`src/hdl/bsu_pkg.sv`:
```
// Shared types and constants for the bounding sphere union fold block.
// Has no dependencies; every other file of the block depends on it.
package bsu_pkg;

  localparam int COORD_BITS_DEF = 32;
  localparam int FRAC_BITS_DEF  = 16;
  localparam int AXES           = 3;

  typedef enum logic [8:0] {
    S_IDLE = 9'b000000001,
    S_SQ   = 9'b000000010,
    S_ROOT = 9'b000000100,
    S_CMP  = 9'b000001000,
    S_MULO = 9'b000010000,
    S_DLD  = 9'b000100000,
    S_DIV  = 9'b001000000,
    S_UPD  = 9'b010000000,
    S_EMIT = 9'b100000000
  } state_t;

endpackage

```
`src/hdl/bsu_csub.sv`:
```
// Shared compare and subtract unit, one step of the square root and the divider.
// Depends on bsu_pkg for the default width.
module bsu_csub #(
  parameter int W = bsu_pkg::COORD_BITS_DEF + 5
) (
  input  logic [W-1:0] a,
  input  logic [W-1:0] b,
  output logic         ge,
  output logic [W-1:0] diff
);
  assign ge   = (a >= b);
  assign diff = a - b;
endmodule

```
`config.mk`:
```
export PLATFORM = sky130hd
export DESIGN_NAME = bsu_csub
export DESIGN_NICKNAME = d
export VERILOG_FILES = /design/src/hdl/bsu_pkg.sv /design/src/hdl/bsu_csub.sv
export SDC_FILE = /design/constraint.sdc
export NUM_CORES = 1
export LEC_CHECK = 0
export BUFFER_PORTS_ARGS = -buffer_cell sky130_fd_sc_hd__buf_2
export CORE_ASPECT_RATIO = 0.9
export CORE_MARGIN = 2
export CORE_UTILIZATION = 44
export DETAILED_ROUTE_END_ITERATION = 6
export GPL_TIMING_DRIVEN = 1
export PLACE_DENSITY = 0.78
export SETUP_SLACK_MARGIN = 0.3
export SLEW_MARGIN = 20
export SYNTH_ARGS = -nofsm -noshare
export SYNTH_HDL_FRONTEND = slang
export SYNTH_SLANG_ARGS = --single-unit
```
`constraint.sdc`:
```
create_clock -name vclk -period 4.2
set_input_delay 0.42 -clock vclk [all_inputs]
set_output_delay 0.42 -clock vclk [all_outputs]
set_load 0.02 [all_outputs]
```
-- Yosys cells after proc, flatten, opt, wreduce, memory -nomap -nowiden
Cells that the tools add are included.
- order comparisons: 1
- $add $sub $neg: 1
- operators by type and width (kind ; count):
    $ge A37 B37 Y1 ; 1
    $sub A37 B37 Y37 ; 1
- logic and storage cells: 2
- register bits after elaboration: 0
- bits of input ports: 74
- output and inout bits: 38

-- Longest topological paths before layout
- word-level depth: 1
- mapped depth: 11
- mapped depth without buffers: 11

-- Worst setup path before layout
Ideal clock, no wire load.
- path type: input-to-output
- from: in a[0]
- to: out diff[24]
- required time: 3.780 ns
- arrival: 2.728 ns
- cell stages on the path: 11
- path slack: 1.052 ns
- path through: inv_1 > ha_1 > fa_1 > nor2b_4 > o2111ai_1 > nand3b_2 > a21o_1 > a21boi_4 > o31a_1 > o31ai_2 > xor2_1
- cells in the longest elaborated chain, start to end: 1
- ends and longest elaborated chain (element ; RTL line ; text):
    start, declared ; bsu_csub.sv:6 ; input logic [W-1:0] a,
    $sub A37 B37 Y37 ; bsu_csub.sv:12 ; assign diff = a - b;
    end, declared ; bsu_csub.sv:9 ; output logic [W-1:0] diff
Every way passes these cells.

-- Final worst setup path
Ends and elaborated chain as after synthesis.

==> results.md <==
- Max Slew Vio Count: 0
- Die ar.: 5610 µm²
- Remaining antenna violation count: 0
- Final worst slack: 0.815 ns
- Crit path to: diff[24]
- RSZ-0062 raised after global routing: false
- Clock buffer cells: 0
- Kind of start point of the critical path: input pin
- WL/cell: about 13 µm
- Status: finished clean
- Tot GR Track Use: 20.5%
- Vias in the first global route: 2298
- First-pass GRT wire length: 9900 µm
- Max frequency: between 200 and 300 MHz
- Hpwl dp: 5340 µm
- Nets: 534
- Cells after DPL: 485
- Total setup buffers inserted after CTS: 0
- Int Power: 230 µW
- Synth warn: 0
- Hold/Removal Path Class: in -> out
- Worst EP required: 3.78 ns
- DRT Pass-1 Iters: 4
- Non-Filler Instances: approximately 490
- Final setup vio count: 0
- Sequential Power Share: 0%
- Vias post-DR: around 2.6k
- Initial antenna violation count: 0
- Iteration-0 DRC Markers: 150
- Setup WS pre-CTS: 0.831 ns
- Avg Vias per Cell: approximately 5.4
- Seq cells: 0
- Layout cell share with drive strength beyond 1: 31.2%
- Max_cap viols: 0
- Io pins: 112
- Die height: 71.2 µm
- Post-synthesis net count: 430
- Final min period: 3.39 ns
- Most common cell after layout, fill and taps aside: buf_2
- Synth top area cells: ha_1, xnor2_1, inv_1, a21oi_1, xor2_1
- P_leak: 0.00157 µW
- Core Footprint: ~4800 µm²
- Switch Pwr: 345 µW
- Area Growth Syn to Fin: 27.3%
- Switching Share: 60.1%
- Starting density of the core: between 40% and 50%
- Die Span X: 78.7 µm
- DR DRC count: 0
- Synth area leader: ha_1
- Yosys cell types: 56
- Final period utilization: around 81%
- Power per Cell Area: 204 nW/µm²
- Max VDD drop: 128 µV
- Top-area cell type share of the netlist area: 20.9%
- Total grt overflow: 0
- Syn Area/Cell: slightly below 7 µm²
- Share of the core filled with cells: 58.2%
- Hold-fix buffers at CTS: 0
- Most frequent cells in the layout: buf_2, inv_1, ha_1, a21oi_1, nand2_1
- Mapped Area: around 2200 µm²
- Final instance area: 2820 µm²
- Final hold vios: 0
- Fill cell count: 473
- WP data arrival: around 3.0 ns
- Worst-Margin Slew: 0.543 ns
- Crit path kind: in -> out
- Clock Power Share: 0%
- Ant diodes: 0
- Crit path capture type: primary output
- Reg area: 0 µm²
- Gpl congestion: 0.886
- Rel. slew slack: 63.6%
- Final WL: 6220 µm
- Total negative setup slack: 0 ns
- CP startpoint: a[0]
- Comb pwr share: 100.0%
- Placed Area: 2820 µm²
- IO buf count: roughly 110
- PostCTS Resize Cnt: 0
- Worst Path Max Fanout: 6
- Row Count: 24
- Mapped Cells: 318
- Sequential area share after synthesis: 0%
- Largest net degree at the start of global routing: 10
## Yosys cell counts, types with 2 or more instances
master     number
o21bai_1        3
and3_1          4
a41oi_1         2
nand4_1        11
a21oi_1        30
nor3_1          2
o2111ai_1       2
a21o_1         16
o31ai_1         2
nand2b_1        5
nand2_1        23
o31a_1          2
nor2b_1         4
nand3_1         7
clkbuf_1       10
xor2_1         14
o21a_1          5
a21oi_2         2
o21ai_1         2
xnor2_1        21
nor2_1         15
and4_1          3
a31oi_1         2
ha_1           37
and2_1          2
inv_1          45
o21ai_0        17
a221o_1         2
## cells by family (layout without fill, tap and decap cells)
kind of cell,Yosys count,count (layout),synth area share [%]
compound gates,105,105,33.7
simple gates,85,85,21.3
buf+inv,55,157,9.34
fa+ha+maj,38,38,21.8
xor+xnor,35,35,13.9
## layout make-up
cell class / instances / area (µm²) / area share, %
inverter: 45 / 169 / 6.00
timing repair buffer: 112 / 561 / 19.9
multi-input combinational: 263 / 2000 / 71.2
tap: 65 / 81.3 / 2.89
## layer usage
metal | vias to the layer above | wire, µm | GRT usage [%]
met5 | - | 0 | 0
met1 | 1200 | 3060 | 31.0
met3 | 0 | 377 | 1.01
li1 | 1343 | - | -
met2 | 90 | 2770 | 34.4
met4 | 0 | 0 | 0
## worst max-delay path, cell delays in order
cell,delay [ns]
buf_2,0.08
inv_1,0.03
ha_1,0.22
fa_1,0.44
nor2b_4,0.14
o2111ai_1,0.15
nand3b_2,0.19
a21o_1,0.21
a21boi_4,0.09
o31a_1,0.38
o31ai_2,0.26
xor2_1,0.17
buf_2,0.18
## stage by stage
stage / hold WS [ns] / power (µW)
2_1_floorplan: 1.04 / 403
3_3_place_gp: 1.23 / 564
3_5_place_dp: 1.23 / 570
4_1_cts: 1.23 / 573
5_1_grt: 1.26 / 623
6_report: 1.23 / 575
## worst min path at each step
stage,slack [ns],depth (start not counted),startpoint,to
finish,1.23,4,b[0],diff[0]
global route,1.26,4,b[0],diff[0]
CTS,1.23,4,b[0],diff[0]
detailed placement,1.23,4,b[0],diff[0]
global placement,1.23,4,b[0],diff[0]
floorplan,1.04,2,b[0],diff[0]
## power by group through the flow
stage | logic, µW | registers, µW | clock network, µW
5_1_grt | 623 | 0 | 0
3_5_place_dp | 570 | 0 | 0
4_1_cts | 573 | 0 | 0
6_report | 575 | 0 | 0
2_1_floorplan | 403 | 0 | 0
3_3_place_gp | 564 | 0 | 0
(Power assumes the default switching activity.)
