<file path="src/hdl/bsu_pkg.sv">
// Shared types and constants for the bounding sphere union fold block.
// Has no dependencies; every other file of the block depends on it.
package bsu_pkg;

  localparam int COORD_BITS_DEF = 32;
  localparam int FRAC_BITS_DEF  = 16;
  localparam int AXES           = 3;

  typedef enum logic [8:0] {
    S_IDLE = 9'b000000001,
    S_SQ   = 9'b000000010,
    S_ROOT = 9'b000000100,
    S_CMP  = 9'b000001000,
    S_MULO = 9'b000010000,
    S_DLD  = 9'b000100000,
    S_DIV  = 9'b001000000,
    S_UPD  = 9'b010000000,
    S_EMIT = 9'b100000000
  } state_t;

endpackage

</file>
<file path="src/hdl/bsu_mul.sv">
// Shared unsigned multiplier with a registered product.
// Used for the squared distances and the center offsets; depends on bsu_pkg for the default width.
module bsu_mul #(
  parameter int W = bsu_pkg::COORD_BITS_DEF + 1
) (
  input  logic           clk,
  input  logic [W-1:0]   a,
  input  logic [W-1:0]   b,
  output logic [2*W-1:0] p_r
);
  always_ff @(posedge clk) begin
    p_r <= {{W{1'b0}}, a} * {{W{1'b0}}, b};
  end
endmodule

</file>
<file path="config.mk">
export PLATFORM = sky130hd
export DESIGN_NAME = bsu_mul
export DESIGN_NICKNAME = d
export VERILOG_FILES = /design/src/hdl/bsu_pkg.sv /design/src/hdl/bsu_mul.sv
export SDC_FILE = /design/constraint.sdc
export NUM_CORES = 2
export LEC_CHECK = 0
export ABC_AREA = 1
export BUFFER_PORTS_ARGS = -buffer_cell sky130_fd_sc_hd__buf_4
export CAP_MARGIN = 40
export CORE_MARGIN = 10
export CORE_UTILIZATION = 59
export DETAILED_ROUTE_END_ITERATION = 8
export PLACE_DENSITY = 0.87
export SKIP_CTS_REPAIR_TIMING = 1
export SYNTH_ARGS = -nofsm -noshare
export SYNTH_HDL_FRONTEND = slang
export SYNTH_SLANG_ARGS = --single-unit
</file>
<file path="constraint.sdc">
create_clock -name clk -period 6.84 [get_ports clk]
set_input_delay 0.342 -clock clk [delete_from_list [all_inputs] [get_ports clk]]
set_output_delay 0.342 -clock clk [all_outputs]
set_load 0.02 [all_outputs]
</file>
Word level (Yosys, flattened, before mapping)
Index checks and enable logic that the tools add are counted.
Word-level totals
  logic and storage cells: 2
  register bits after elaboration: 66
  bits of input ports: 67
  output and inout bits: 66
Cells by class
  multipliers: 1
Operators with widths (count)
  33-bit by 33-bit multiplier with 66-bit output: 1

Longest topological paths before layout
  word-level depth: 1
  depth in mapped cells: 33
  depth with buffers taken out: 31

Worst setup path before layout
OpenSTA, ideal clock, no wires.
  path type: in2reg
  start: in a[29]
  end: reg p_r[64]
  arrival time: 6288 ps
  data required time: 6728 ps
  slack: 439 ps
  buffers on the path: 2
  stages on the path: 27
  setup time: 112 ps
  cells stage by stage: clkbuf_1 clkbuf_1 nand2_1 fa_1 inv_1 fa_1 fa_1 inv_1 fa_1 inv_1 fa_1 fa_1 fa_1 inv_1 fa_1 inv_1 ha_1 nand2_2 inv_1 a21oi_1 nand2_1 nand2_1 nand2_1 a21oi_1 nand2_1 nand2_1 nand2_1
Between the ends
  word-level cells in the longest chain between the ends: 1
RTL lines
  start, declared: RTL line bsu_mul.sv:7  | input logic [W-1:0] a,
  33-bit by 33-bit multiplier with 66-bit output: RTL line bsu_mul.sv:12  | p_r <= {{W{1'b0}}, a} * {{W{1'b0}}, b};
  end signal, assigned: RTL line bsu_mul.sv:12
  end, declared: RTL line bsu_mul.sv:9  | output logic [2*W-1:0] p_r
Every way passes these cells.

Final worst setup path
  start: in b[3]
  end: reg p_r[60]
Between the ends
  word-level cells in the longest chain between the ends: 1
RTL lines
  start, declared: RTL line bsu_mul.sv:8  | input logic [W-1:0] b,
  33-bit by 33-bit multiplier with 66-bit output: RTL line bsu_mul.sv:12
Every way passes these cells.

==> flow_summary.html <==
<table>
<tr><th>Metric</th><th>Value</th></tr>
<tr><th colspan="2">Critical path</th></tr>
<tr><td>Worst setup path category</td><td>input pin to flop</td></tr>
<tr><td>Data required time of the critical path</td><td>7090 ps</td></tr>
<tr><td>Delay of the slowest cell on the worst path</td><td>560 ps</td></tr>
<tr><td>Capturing element type of the critical path</td><td>flop</td></tr>
<tr><td>Worst Path Arrival</td><td>6940 ps</td></tr>
<tr><td>Worst-path cell with the longest stage delay</td><td>sky130_fd_sc_hd__fa_1</td></tr>
<tr><td>Worst-path fanout max</td><td>10</td></tr>
<tr><td>Kind of start point of the critical path</td><td>input pin</td></tr>
<tr><th colspan="2">Clock network</th></tr>
<tr><td>Clock-pin slew on the worst setup and hold paths</td><td>60 ps</td></tr>
<tr><td>Clock root cell</td><td>sky130_fd_sc_hd__clkbuf_16</td></tr>
<tr><td>Clock tree from TritonCTS</td><td>yes</td></tr>
<tr><td>H-tree levels</td><td>3</td></tr>
<tr><td>Clock buffer count from CTS</td><td>9</td></tr>
<tr><td>Number of clock sinks</td><td>66</td></tr>
<tr><td>Largest buffer count on any clock path</td><td>2</td></tr>
<tr><th colspan="2">Finish</th></tr>
<tr><td>Biggest register</td><td>p_r</td></tr>
<tr><td>Number of flip-flops under the largest register name</td><td>66</td></tr>
<tr><td>Fillcell total</td><td>5383</td></tr>
<tr><td>Largest registers</td><td>p_r: 66 flops</td></tr>
<tr><td>Final standard cell count with taps included and fillers excluded</td><td>6357</td></tr>
<tr><td>Fraction of layout instances using a drive strength above 1</td><td>6.938%</td></tr>
<tr><td>Area growth, synth to finish</td><td>7.510%</td></tr>
<tr><td>Leading cell type in the layout, fill and taps excluded</td><td>sky130_fd_sc_hd__inv_1</td></tr>
<tr><td>Final net count</td><td>6762</td></tr>
<tr><td>Top library cells by usage in the layout, fill and taps aside</td><td>1892 x sky130_fd_sc_hd__inv_1, 1652 x sky130_fd_sc_hd__nand2_1, 958 x sky130_fd_sc_hd__fa_1, 307 x sky130_fd_sc_hd__buf_4, 265 x sky130_fd_sc_hd__ha_1</td></tr>
<tr><th colspan="2">Outcome</th></tr>
<tr><td>Status</td><td>finished clean</td></tr>
<tr><th colspan="2">Floorplanning</th></tr>
<tr><td>Std-Cell Rows</td><td>95</td></tr>
<tr><td>Die area</td><td>78280 um^2</td></tr>
<tr><td>Initial standard-cell utilization of the core</td><td>59.40%</td></tr>
<tr><td>Core ar.</td><td>67040 um^2</td></tr>
<tr><td>Die height</td><td>279.8 um</td></tr>
<tr><td>Number of I/O pins</td><td>133</td></tr>
<tr><td>Die Width</td><td>279.8 um</td></tr>
<tr><th colspan="2">Detailed routing</th></tr>
<tr><td>Router iterations before antenna repair</td><td>6</td></tr>
<tr><td>Overall routed net length</td><td>113.4 mm</td></tr>
<tr><td>Number of antenna-violating nets in the routed design</td><td>0</td></tr>
<tr><td>Number of vias after detailed routing</td><td>33200</td></tr>
<tr><td>Iteration-0 DRC Markers</td><td>3236</td></tr>
<tr><td>DRC</td><td>0</td></tr>
<tr><td>Detailed-route wire length per cell</td><td>17.83 um</td></tr>
<tr><td>Routed vias/inst</td><td>5.223</td></tr>
<tr><th colspan="2">Global route</th></tr>
<tr><td>Total Routing Usage GR</td><td>29.65%</td></tr>
<tr><td>Wire length of the first global-routing pass</td><td>183.8 mm</td></tr>
<tr><td>Maximum number of pins on one net before global-route repair</td><td>29</td></tr>
<tr><td>Number of antenna violations at the first check in global routing</td><td>10</td></tr>
<tr><td>Residual overflow from global routing</td><td>0</td></tr>
<tr><td>Number of global-route vias before repair</td><td>36180</td></tr>
<tr><th colspan="2">Placed design</th></tr>
<tr><td>Number of placed instances, taps included</td><td>6334</td></tr>
<tr><td>Detailed placement HPWL</td><td>99.62 mm</td></tr>
<tr><td>I/O Buffers</td><td>132</td></tr>
<tr><td>Final weighted congestion in routability-driven placement</td><td>1.004</td></tr>
<tr><td>Post-place setup slack</td><td>-140.1 ps</td></tr>
<tr><th colspan="2">Synthesis</th></tr>
<tr><td>Post-synthesis cell count</td><td>5406</td></tr>
<tr><td>Count of synthesis-stage warnings from yosys</td><td>0</td></tr>
<tr><td>Synthesized netlist net count</td><td>6696</td></tr>
<tr><td>Count of state elements after synthesis</td><td>66</td></tr>
<tr><td>Average cell area after synthesis</td><td>7.366 um^2</td></tr>
<tr><td>Synth Cell Area</td><td>39820 um^2</td></tr>
<tr><td>Sequential area share after synthesis</td><td>3.318%</td></tr>
<tr><td>Distinct cell type count of the synthesized netlist</td><td>29</td></tr>
<tr><th colspan="2">STA</th></tr>
<tr><td>Crit share post-route</td><td>97.85%</td></tr>
<tr><td>Final worst setup slack</td><td>147.1 ps</td></tr>
<tr><td>Slew at the pin closest to its max-slew limit</td><td>382.4 ps</td></tr>
<tr><td>Maximum frequency from static timing analysis</td><td>0.1494 GHz</td></tr>
<tr><td>Final setup violation count</td><td>0</td></tr>
<tr><td>RSZ-0062 raised after global routing</td><td>false</td></tr>
<tr><td>Remaining max-slew budget at the tightest pin</td><td>74.51%</td></tr>
<tr><td>Final Max Tran Viols</td><td>0</td></tr>
<tr><td>Final Critical Period</td><td>6693 ps</td></tr>
<tr><td>Count of endpoints failing hold in the final timing report</td><td>0</td></tr>
<tr><th colspan="2">Job</th></tr>
<tr><td>Maximum capacitance violations</td><td>0</td></tr>
<tr><th colspan="2">Hold path</th></tr>
<tr><td>Type of the most critical hold path</td><td>input pin to flop</td></tr>
</table>
## worst max-delay path: cells and delay by family
| kind | cells | cell delay (ps) |
|---|---|---|
| AO/OA/AOI/OAI | 1 | 320 |
| buffers and inverters | 10 | 820 |
| adder cells (fa/ha/maj) | 9 | 4490 |
| AND/OR/NAND/NOR | 9 | 950 |
## metal layers
metal	track usage [%]	up-vias	share of wire (%)
met4	15.76	6	6.1
li1	-	14660	-
met5	0	-	0.034
met2	50.04	1969	49
met1	35.75	16090	35
met3	5.483	480	10
## cell usage after synthesis (all sizes together)
cell type / instances / area share, %
nor3: 14 / 0.24
dfxtp: 66 / 3.3
o21bai: 10 / 0.21
nor2: 111 / 1.2
fa: 958 / 48
xor2: 31 / 0.68
nand2: 1657 / 16
and3b: 1 / 0.022
nand4: 13 / 0.20
xnor2: 5 / 0.11
nor4: 1 / 0.016
ha: 265 / 8.3
and2: 1 / 0.016
o211ai: 1 / 0.019
a21oi: 42 / 0.53
o21ai: 4 / 0.050
clkbuf: 264 / 2.5
inv: 1902 / 18
and3: 1 / 0.016
nand3: 59 / 0.84
## kinds of logic (layout without fill, tap and decap cells)
kind of cell             count (synthesis)  count (layout)  synth area share [%]
adder cells (fa/ha/maj)               1223            1223                 56.49
buffers and inverters                 2166            2237                 20.42
AO/OA/AOI/OAI                           57              57                0.8044
XOR/XNOR                                36              36                0.7918
other                                    0               7                     0
flip-flops                              66              66                 3.318
AND/OR/NAND/NOR                       1858            1858                 18.18
## layout make-up
cell class / instances / area [um^2] / area share, %
Clock buffer: 9 / 225.2 / 0.5261
Tap cell: 873 / 1092 / 2.552
Antenna cell: 7 / 17.52 / 0.04092
Sequential cell: 66 / 1321 / 3.086
Inverter: 1902 / 7139 / 16.68
Clock inverter: 7 / 98.84 / 0.2309
Timing Repair Buffer: 319 / 2545 / 5.945
Multi-Input combinational cell: 3174 / 30370 / 70.94
## per-stage QoR
stage / setup TNS [ps] / utilization [%] / hold WS, ps / cell area, um^2
final: 0 / 63.86 / 568.5 / 42810
after floorplan: 0 / - / 611.2 / 39820
after global routing: 0 / 63.85 / 563.9 / 42810
after detailed placement: -708.6 / 63.34 / 758.0 / 42460
after global placement: -393.7 / 63.34 / 757.1 / 42460
after CTS: 0 / 63.83 / 548.6 / 42790
## final timing paths
check	cells after the start	startpoint	slack, ps	to
max	29	b[3]	150	p_r[60]$_DFF_P_
min	4	b[0]	570	p_r[0]$_DFF_P_
Power is left out: the tool's default activity adds up to more than one toggle a clock period on the data nets, which glitch-free logic cannot reach.
